[config.mk]
export PLATFORM = sky130hd
export DESIGN_NAME = rosd_back
export DESIGN_NICKNAME = d
export VERILOG_FILES = /design/src/hdl/rosd_pkg.sv /design/src/hdl/rosd_back.sv
export SDC_FILE = /design/constraint.sdc
export NUM_CORES = 1
export LEC_CHECK = 0
export BUFFER_PORTS_ARGS = -buffer_cell sky130_fd_sc_hd__buf_2
export CAP_MARGIN = 40
export CORE_MARGIN = 5
export CORE_UTILIZATION = 58
export CTS_CLUSTER_SIZE = 28
export DETAILED_ROUTE_END_ITERATION = 12
export GPL_TIMING_DRIVEN = 1
export PLACE_DENSITY = 0.79
export SYNTH_ARGS = -nofsm -noshare
export SYNTH_HDL_FRONTEND = slang
export SYNTH_SLANG_ARGS = --single-unit
export TNS_END_PERCENT = 10
[constraint.sdc]
create_clock -name clk -period 7.2 [get_ports clk]
set_clock_uncertainty 0.1 [all_clocks]
set_input_delay 2.16 -clock clk [delete_from_list [all_inputs] [get_ports clk]]
set_output_delay 2.16 -clock clk [all_outputs]
set_load 0.02 [all_outputs]
[src/hdl/rosd_pkg.sv]
// shared types and constants for the rebase opcode stream decoder
`default_nettype none
package rosd_pkg;
	localparam int POSITION_BITS = 32;
	localparam int QUEUE_DEPTH = 4;
	localparam int QPTR_BITS = $clog2(QUEUE_DEPTH);
	localparam logic [63:0] SLOT_STEP = 64'd8;

	localparam logic [3:0] OP_DONE = 4'h0;
	localparam logic [3:0] OP_SET_TYPE = 4'h1;
	localparam logic [3:0] OP_SET_SEG = 4'h2;
	localparam logic [3:0] OP_ADD_ULEB = 4'h3;
	localparam logic [3:0] OP_ADD_IMM = 4'h4;
	localparam logic [3:0] OP_REB_IMM = 4'h5;
	localparam logic [3:0] OP_REB_ULEB = 4'h6;
	localparam logic [3:0] OP_REB_SKIP = 4'h7;
	localparam logic [3:0] OP_REB_ULEB_SKIP = 4'h8;

	localparam logic [2:0] ST_OK = 3'd0;
	localparam logic [2:0] ST_UNKNOWN_OP = 3'd1;
	localparam logic [2:0] ST_BAD_SEG = 3'd2;
	localparam logic [2:0] ST_NO_SEG = 3'd3;
	localparam logic [2:0] ST_BAD_TYPE = 3'd4;
	localparam logic [2:0] ST_SLOT_LIMIT = 3'd5;
	localparam logic [2:0] ST_BAD_ULEB = 3'd6;

	localparam logic [0:0] KIND_RUN = 1'b0;
	localparam logic [0:0] KIND_FINISH = 1'b1;

	localparam logic [0:0] CFG_SEGMENT_COUNT = 1'b0;
	localparam logic [0:0] CFG_SLOT_LIMIT = 1'b1;

	typedef enum logic [1:0] {
		PH_OPCODE,
		PH_ULEB1,
		PH_ULEB2
	} phase_t;

	// one command from the front to the back
	typedef struct packed {
		logic        is_run;      // emit a run record
		logic        is_fin;      // emit a finish record
		logic        fin_after;   // finish follows the run on the same beat
		logic [3:0]  segment;
		logic [3:0]  rtype;
		logic [63:0] start;
		logic [31:0] count;
		logic [63:0] stride;
		logic [2:0]  status;
		logic [31:0] end_pos;
	} cmd_t;

	typedef struct packed {
		logic [0:0]  record_kind;
		logic [3:0]  segment;
		logic [3:0]  rebase_type;
		logic [63:0] start_offset;
		logic [31:0] run_count;
		logic [63:0] stride;
		logic [2:0]  status;
		logic [31:0] end_position;
	} rec_t;
endpackage
`default_nettype wire

[src/hdl/rosd_back.sv]
// back end: command queue and record emitter with output register
`default_nettype none
module rosd_back
	import rosd_pkg::*;
(
	input  wire logic clk,
	input  wire logic arst_n,
	input  wire logic cmd_push,
	input  cmd_t      cmd,
	output logic      cmd_full,
	output logic      out_valid,
	input  wire logic out_ready,
	output rec_t      rec
);
	cmd_t                 mem_q [QUEUE_DEPTH];
	logic [QPTR_BITS-1:0] wr_q;
	logic [QPTR_BITS-1:0] rd_q;
	logic [QPTR_BITS:0]   cnt_q;
	logic                 run_done_q;  // run part of a two-record command sent
	logic                 pop;
	logic                 emit;
	logic                 load;
	cmd_t                 head;
	rec_t                 nrec;

	// keep one slot spare so ready does not depend on this cycle's pop
	assign cmd_full = cnt_q >= (QPTR_BITS+1)'(QUEUE_DEPTH - 1);
	assign head = mem_q[rd_q];
	assign load = !out_valid || out_ready;
	assign emit = (cnt_q != '0) && load;
	assign pop = emit && (!head.fin_after || run_done_q);

	always_comb begin
		nrec = '0;
		if (head.is_run && !run_done_q) begin
			nrec.record_kind = KIND_RUN;
			nrec.segment = head.segment;
			nrec.rebase_type = head.rtype;
			nrec.start_offset = head.start;
			nrec.run_count = head.count;
			nrec.stride = head.stride;
		end else begin
			nrec.record_kind = KIND_FINISH;
			nrec.status = head.status;
			nrec.end_position = head.end_pos;
		end
	end

	always_ff @(posedge clk) begin
		if (cmd_push) mem_q[wr_q] <= cmd;
		if (emit) rec <= nrec;
	end

	always_ff @(posedge clk or negedge arst_n) begin
		if (!arst_n) begin
			wr_q <= '0;
			rd_q <= '0;
			cnt_q <= '0;
			run_done_q <= 1'b0;
			out_valid <= 1'b0;
		end else begin
			if (cmd_push) wr_q <= wr_q + 1'b1;
			if (pop) rd_q <= rd_q + 1'b1;
			cnt_q <= cnt_q + (QPTR_BITS+1)'(cmd_push) - (QPTR_BITS+1)'(pop);
			if (emit) run_done_q <= !pop;
			if (load) out_valid <= emit;
		end
	end
endmodule
`default_nettype wire

-- Word level (Yosys, flattened, before mapping)
Memories as Yosys holds them, arrays and structs flattened.
Cells that the tools add are included.
Widths: inputs -> output; s select.
- bits in registers: 213
- memory bits (writable): 824
- bits of input ports: 210
- output and inout port bits: 206
- word-level logic and storage cells: 32
- memories kept: 1
- memories (memory ; depth ; width ; rd ports ; clocked after memory_dff ; wr ports ; line ; RTL):
    mem_q ; 4 ; 206 ; 1 ; 0 ; 1 ; rosd_back.sv:15 ; cmd_t mem_q [QUEUE_DEPTH];
- add/subtract/negate cells: 4
- order comparisons: 1
- muxes and demuxes: 3
- reductions and logical operators: 10
- operators by type and width (operator ; number):
    $add 2x1->2 const B ; 2
    $logic_not 1->1 ; 4
    $add 3x1->3 ; 1
    $ge 3x2->1 const B ; 1
    $logic_and 1x1->1 ; 3
    $mux 1 ; 3
    $reduce_bool 3->1 ; 1
    $sub 3x1->3 ; 1
    $logic_or 1x1->1 ; 2

-- Longest topological paths before layout
Gate-level depths: netlist (run 1).
- word-level depth: 5
- gate-level depth with buffers: 8
- depth with buffers taken out: 6

-- Worst setup path before layout (run 1)
Ideal clock, no wire load.
- path kind: input-to-reg
- start point: in out_ready
- end point: reg rec[0] in the netlist's numbering (enable)
- library setup time: 0.590 ns
- data arrival time: 7.001 ns
- required time: 6.510 ns
- path slack: -0.491 ns
- stages: 2
- path buffers: 0
- cell sequence: nand2b_1 > and2_1
- word-level cells in the longest chain between the ends: 2
- ends and longest elaborated chain (element ; line ; RTL):
    start: declaration ; rosd_back.sv:12 ; input wire logic out_ready,
    $logic_or 1x1->1 ; rosd_back.sv:29 ; assign load = !out_valid || out_ready;
    $logic_and 1x1->1 ; rosd_back.sv:30 ; assign emit = (cnt_q != '0) && load;
    named net emit ; rosd_back.sv:21 ; logic emit;
    end signal: assignment ; rosd_back.sv:51 ; if (emit) rec <= nrec;
    end: declaration ; rosd_back.sv:13 ; output rec_t rec
The timed path passes the listed nets, and every way through them passes these cells.
A chain may end at the register's enable or synchronous reset.

-- Final worst setup path (run 1)
- start point: in out_ready
- end point: reg rec[37] in the netlist's numbering (enable)
The elaborated chain is that of the path after synthesis.

==> flow_metrics.py, run 1 <==
metrics = {
    "place": {
        "dpl_cell_area_um2": 40690,
        "post-place-ws_ns": 2.679,
        "gp_routability_congestion": 0.7544,
        "dp_hpwl_mm": 42.49,
        "placement.io_buffers": 414,
    },
    "setup_path": {
        "worstPathCellList": "buf_2 -> nand2b_1 -> and2_4 -> buf_4",
        "worst-endpoint-required_ns": 7.36,
        "worst_r2r_startpoint": "rd_q[0]$_DFFE_PN0P_",
        "timing.critical_path.to_type": "register",
        "worst-endpoint-arrival_ns": 4.11,
        "r2r_depth": 4,
        "cp-startpoint": "out_ready",
        "worst_path_max_delay_cell": "buf_4",
        "critical-path-max-stage-delay_ns": 0.74,
        "timing.critical_path.from_type": "input port",
        "worstSetupPathType": "input port to register",
        "crit_fanout": 52,
    },
    "worst_hold_path": {
        "min_path_cells": 1,
        "timing.hold.worst.start": "wr_q[0]$_DFFE_PN0P_",
        "hold_path.class": "register to register",
    },
    "detailed_routing": {
        "routed_wirelength_mm": 76.01,
        "drc_errors": 0,
        "avgViaCountPerCell": 5.745,
        "drt_pass1_iterations": 5,
        "drt_first_iter_violations": 1668,
        "dr_total_vias": 17110,
        "routed_wire_length_per_instance_um": 25.52,
        "remaining_antenna_violation_count": 0,
    },
    "synth": {
        "synth_cell_types": 32,
        "synth_async_sr_flop_share_pct": 0.8712,
        "postSynth.topFlopCell": "edfxtp_1",
        "ys_seq_elements": 1033,
        "synthesis.instances": 1556,
        "synthTopCellsByCount": "1024 x edfxtp_1, 204 x mux4_2, 168 x nor2b_1",
        "syn-num-nets": 1773,
        "synth.most_common_cell": "edfxtp_1",
        "synth_edf_count": 1024,
        "synth_top_area_share_pct": 81.78,
        "area_of_the_mapped_netlist_um2": 37600,
        "postSynthAreaPerCell_um2": 24.16,
        "cells_taking_the_most_area_after_synthesis": "edfxtp_1 82%, mux4_2 12%, nor2b_1 2.8%, and2_1 0.67%, dfrtp_1 0.60%",
        "synth-warning-count": 0,
        "yosysTopAreaCell": "edfxtp_1",
        "synth_seq_area_share_pct": 82.38,
    },
    "cells_and_area": {
        "drive_above_1_share_pct": 37.38,
        "layout-area-overhead-vs-synth_pct": 16.64,
        "util_after_layout_pct": 68.15,
        "multi_input_area_um2": 6226,
        "layout.area.seq_um2": 30980,
        "nNetsFinal": 2241,
        "fillerInstances": 3880,
        "finalInstanceArea_um2": 43850,
    },
    "cts": {
        "post_cts_resized": 0,
        "clock_latency_on_the_worst_skew_pair_ns": 0.64,
        "clk_pin_slew_worst_paths_ns": 0.06,
        "clock-sinks": 1033,
        "cts_made_buffers": 99,
        "clk_path_buf_depth": 3,
        "cts.htree.levels": 3,
        "hold_buffers": 0,
        "post_cts.repair.setup_buffers": 0,
        "cts_tree": "done",
        "cts_root_buf": "clkbuf_16",
    },
    "global_route": {
        "gr-usage-all-layers_pct": 21.69,
        "grt_max_degree": 153,
        "globalRouteOverflowTotal": 0,
        "grt_pass1_vias": 18070,
        "number_of_antenna_violations_at_the_first_check_in_global_routing": 31,
        "first_pass_grt_wire_length_mm": 114.5,
    },
    "floorplan": {
        "die_x_um": 264.6,
        "chipHeight_um": 264.6,
        "top_level_ports": 416,
        "row_count": 93,
        "core_area_um2": 64350,
        "initial_cell_density_of_the_core_pct": 58.43,
        "die_area_um2": 70020,
    },
    "pwr": {
        "leakagePower_nw": 15.01,
        "ir_drop_uv": 338.7,
        "p_per_area_nw_per_um2": 436.8,
    },
    "sta": {
        "timing_hold_violations_final": 0,
        "totalNegativeSetupSlack_ns": 0,
        "timing.final.crit_share_pct": 54.78,
        "timing.slew.headroom_pct": 29.31,
        "timing.final.crit_period_ns": 3.944,
        "peak_freq_ghz": 0.2536,
        "worst_slew_pin_slew_ns": 1.060,
        "maxSlewViolCount": 0,
        "timing.final.setup_violations": 0,
        "setup_repair_after_global_routing_missed_its_margin": "false",
        "fin_ws_ns": 3.256,
    },
    "job": {
        "drv.max_cap_violation_count": 0,
    },
    "outcome": {
        "status": "completed",
    },
}
-- through the flow --
step / cells / hold WS (ns) / power, W
finish: 2978 / 0.4428 / 0.01916
global route: 2963 / 0.4622 / 0.02005
CTS: 2958 / 0.4457 / 0.01938
detailed placement: 2778 / 0.4373 / 0.01436
global placement: 2775 / 0.4083 / 0.01419
floorplan: 1556 / 0.3936 / 0.01282
-- registers in the layout, summed over array words and instances, names as in the netlist --
name,cells
cnt_q,3
out_valid,1
wr_q,2
rd_q,2
mem_q,820
run_done_q,1
rec,204
-- report_power, final --
| group | total [W] | switching, W | internal [W] |
|---|---|---|---|
| Clock | 0.00496 | 0.00214 | 0.00283 |
| Sequential | 0.00899 | 0.000497 | 0.00850 |
| Combinational | 0.00520 | 0.00309 | 0.00211 |
| Total | 0.0192 | 0.00572 | 0.0134 |
-- critical path: cells and delay by family --
family	cells	cell delay (ns)
buf+inv	2	0.83
simple gates	2	0.97
-- area by class of cell --
type / instances / area share (%)
Inverter: 5 / 0.04280
Clock inverter: 51 / 1.136
Antenna cell: 20 / 0.1141
Sequential cell: 1033 / 70.65
Tap cell: 855 / 2.439
Clock buffer: 129 / 5.974
Timing Repair Buffer: 436 / 5.449
Multi-Input combinational cell: 449 / 14.20
-- metal layers --
layer	vias to the layer above	part of all wire, %	track usage (%)
li1	7379	-	-
met1	8920	38	29.20
met2	649	50	34.66
met3	135	9.8	7.629
met4	26	2.2	5.902
met5	-	0.20	0
-- worst paths after layout --
check	slack, ns	endpoint
min in group asynchronous	1.27	wr_q[1]$_DFFE_PN0P_
worst max register to register	3.56	rec[71]$_SDFFCE_PN0P_
worst min-delay path	0.44	wr_q[0]$_DFFE_PN0P_
worst min register to register	0.44	wr_q[0]$_DFFE_PN0P_
max in group asynchronous	5.52	rd_q[1]$_DFFE_PN0P_
worst max-delay path	3.26	rec[37]$_SDFFCE_PN0P_
-- placed cells by master (no fill, tap or decap), types with 2 or more instances in the layout --
cell type | netlist | routed
inv_1 | 5 | 5
ha_1 | 6 | 6
or3_1 | 2 | 2
or2_2 | 2 | 2
bufinv_16 | 0 | 7
clkbuf_16 | 0 | 99
nand3b_1 | 3 | 3
clkinv_1 | 0 | 18
clkinv_2 | 0 | 16
nor2b_1 | 168 | 168
nand2b_1 | 3 | 3
dfrtp_1 | 9 | 7
o21ai_0 | 2 | 2
buf_4 | 17 | 11
dfrtp_4 | 0 | 2
edfxtp_1 | 1024 | 1024
buf_16 | 0 | 2
and2_1 | 40 | 35
buf_2 | 39 | 414
mux2i_1 | 2 | 2
and2_4 | 0 | 5
clkinvlp_4 | 0 | 2
buf_12 | 0 | 9
nand2_1 | 3 | 3
diode_2 | 0 | 20
mux4_2 | 204 | 204
clkinv_8 | 0 | 3
inv_6 | 0 | 3
xor2_1 | 3 | 3
clkbuf_1 | 8 | 27
clkbuf_8 | 0 | 3
-- cells by family after synthesis --
group | Yosys count | share of synthesized area, %
AOI/OAI and AO/OA | 9 | 0.1697
xor gates and xnor gates | 3 | 0.06989
adders and majority gates | 7 | 0.2529
buffers and inverters | 74 | 1.108
DFF | 1033 | 82.38
muxes | 207 | 12.30
and+or+nand+nor | 223 | 3.717
Power figures use the tool's default switching activity.
==> run 2, diff against run 1 <==
==> constraint.sdc (replaced) <==
create_clock -name clk -period 3.9 [get_ports clk]
set_clock_uncertainty 0.1 [all_clocks]
set_input_delay 1.17 -clock clk [delete_from_list [all_inputs] [get_ports clk]]
set_output_delay 1.17 -clock clk [all_outputs]
set_load 0.02 [all_outputs]
==> run 2 against run 1 <==
Global-route usage is 0.18 points lower; worst hold slack worse by 0.15 ns; final area is 0.76% higher; critical path type is now register to output pin.
==> flow_metrics.py, run 2 (same netlist as run 1, synthesis figures left out) <==
metrics = {
    "setup_path": {
        "worst-endpoint-required_ns": 2.63,
        "worstSetupPathType": "register to output pin",
        "worstPathCellList": "ha_1 -> o21ai_0 -> nand2_1 -> buf_2",
        "critical_path.top_delay_family": "flip-flops",
        "cp.buffers_inverters": 1,
        "timing.critical_path.to_type": "output pin",
        "worst-endpoint-arrival_ns": 1.68,
        "crit_fanout": 4,
        "worst_path_max_delay_cell": "dfrtp_1",
        "timing.critical_path.from_type": "register",
        "critical-path-max-stage-delay_ns": 0.42,
    },
    "detailed_routing": {
        "drc_errors": 0,
        "routed_wirelength_mm": 75.24,
        "dr_total_vias": 17240,
        "drt_pass1_iterations": 5,
        "routed_wire_length_per_instance_um": 25.15,
        "avgViaCountPerCell": 5.763,
        "uppermost_routed_layer": "met5",
        "dr_wl_met3_mm": 7.096,
        "remaining_antenna_violation_count": 0,
        "routed-wl-met2_mm": 38.49,
        "met1_length_mm": 27.90,
        "drt_first_iter_violations": 1628,
    },
    "place": {
        "dpl_cell_area_um2": 40970,
        "dp_hpwl_mm": 44.56,
        "gp_routability_congestion": 0.7793,
        "post-place-ws_ns": 0.9606,
        "placement.io_buffers": 414,
    },
    "cells_and_area": {
        "final_cell_mix": "1024 x edfxtp_1, 414 x buf_2, 204 x mux4_2",
        "layout_commonest_cell": "edfxtp_1",
        "fillerInstances": 3798,
        "regMostFlops": "mem_q",
        "nNetsFinal": 2262,
        "util_after_layout_pct": 68.67,
        "layout-area-overhead-vs-synth_pct": 17.52,
        "layout_top_registers": "mem_q x820, rec x204, cnt_q x3",
        "finalInstanceArea_um2": 44190,
        "drive_above_1_share_pct": 38.14,
        "largest_register_ff_count": 820,
    },
    "pwr": {
        "p_sw_w": 0.01051,
        "power_frac_comb_pct": 27.5,
        "sw_frac_of_total_pct": 29.46,
        "p_int_w": 0.02517,
        "pwr-share-clk_pct": 26.1,
        "ir_drop_uv": 604.9,
        "seq_power_share_pct": 46.3,
        "p_per_area_nw_per_um2": 807.5,
        "leakagePower_nw": 15.19,
    },
    "cts": {
        "clock_latency_on_the_worst_skew_pair_ns": 0.63,
        "cts_root_buf": "clkbuf_16",
        "cts_tree": "done",
        "hold_buffers": 0,
        "clock-sinks": 1033,
        "cts.htree.levels": 3,
        "clk_path_buf_depth": 3,
        "post_cts.repair.setup_buffers": 0,
        "cts_made_buffers": 98,
        "post_cts_resized": 0,
        "clk_pin_slew_worst_paths_ns": 0.06,
    },
    "floorplan": {
        "top_level_ports": 416,
        "core_area_um2": 64350,
        "die_area_um2": 70020,
        "row_count": 93,
        "chipHeight_um": 264.6,
        "initial_cell_density_of_the_core_pct": 58.43,
        "die_x_um": 264.6,
    },
    "sta": {
        "timing.final.setup_violations": 0,
        "timing.final.crit_period_ns": 2.948,
        "worst_slew_pin_slew_ns": 0.9968,
        "timing.slew.headroom_pct": 33.55,
        "peak_freq_ghz": 0.3393,
        "timing_hold_violations_final": 0,
        "maxSlewViolCount": 0,
        "fin_ws_ns": 0.9525,
        "setup_repair_after_global_routing_missed_its_margin": "false",
        "timing.final.crit_share_pct": 75.58,
    },
    "global_route": {
        "number_of_antenna_violations_at_the_first_check_in_global_routing": 26,
        "gr-usage-all-layers_pct": 21.51,
        "grt_pass1_vias": 18350,
        "grt_max_degree": 105,
        "globalRouteOverflowTotal": 0,
        "first_pass_grt_wire_length_mm": 113.7,
    },
    "outcome": {
        "status": "completed",
    },
    "worst_hold_path": {
        "hold_path.class": "input port to async pin",
    },
    "job": {
        "drv.max_cap_violation_count": 0,
    },
}
[run 2: cell types whose count changed in the layout (fill, tap and decap cells not counted), moves of 5 or more]
cell       delta
buf_4        +11
bufinv_16     +5
clkbuf_1     -11
diode_2       -7
clkinv_1      +8
buf_12       +13
[run 2: cell type report]
cell class	count	area, um^2	share of cell area (%)
Sequential cell	1033	30980	70.12
Tap cell	855	1070	2.421
Antenna cell	13	32.53	0.07362
Multi-Input combinational cell	449	6226	14.09
Clock buffer	115	2537	5.742
Clock inverter	64	643.1	1.455
Timing Repair Buffer	458	2678	6.060
Inverter	5	18.77	0.04247
[run 2: per-stage QoR]
step	TNS, ns	hold WS [ns]	total power (W)	cells
finish	0	0.2950	0.03568	2992
CTS	0	0.2537	0.03611	2979
global route	0	0.2741	0.03733	2986
floorplan	-267.33	0.3936	0.02344	1556
global placement	0	0.4089	0.02641	2800
detailed placement	0	0.4212	0.02667	2800
[run 2: worst paths after layout]
path                            slack (ns)                    end  depth (start not counted)                start
worst min register to register        0.43    wr_q[0]$_DFFE_PN0P_                          1  wr_q[0]$_DFFE_PN0P_
worst max register to register        1.13  rec[40]$_SDFFCE_PN0P_                          4  rd_q[1]$_DFFE_PN0P_
max in group asynchronous             3.18    rd_q[1]$_DFFE_PN0P_                          1               arst_n
min in group clk                      0.43    wr_q[0]$_DFFE_PN0P_                          1  wr_q[0]$_DFFE_PN0P_
worst min-delay path                  0.29    wr_q[1]$_DFFE_PN0P_                          1               arst_n
worst max-delay path                  0.95               cmd_full                          4   cnt_q[1]$_DFF_PN0_
[run 2: per-layer routing]
metal	vias up	track usage, %
met5	-	0
met2	685	35.64
met1	8991	28.41
li1	7395	-
met3	139	6.813
met4	32	5.552
[run 2: power by group through the flow]
stage / clock network, W / registers [W] / logic [W]
CTS: 0.00950 / 0.0166 / 0.0100
finish: 0.00932 / 0.0165 / 0.00982
detailed placement: 0 / 0.0167 / 0.00994
global placement: 0 / 0.0166 / 0.00983
floorplan: 0 / 0.0180 / 0.00548
global route: 0.0100 / 0.0167 / 0.0106
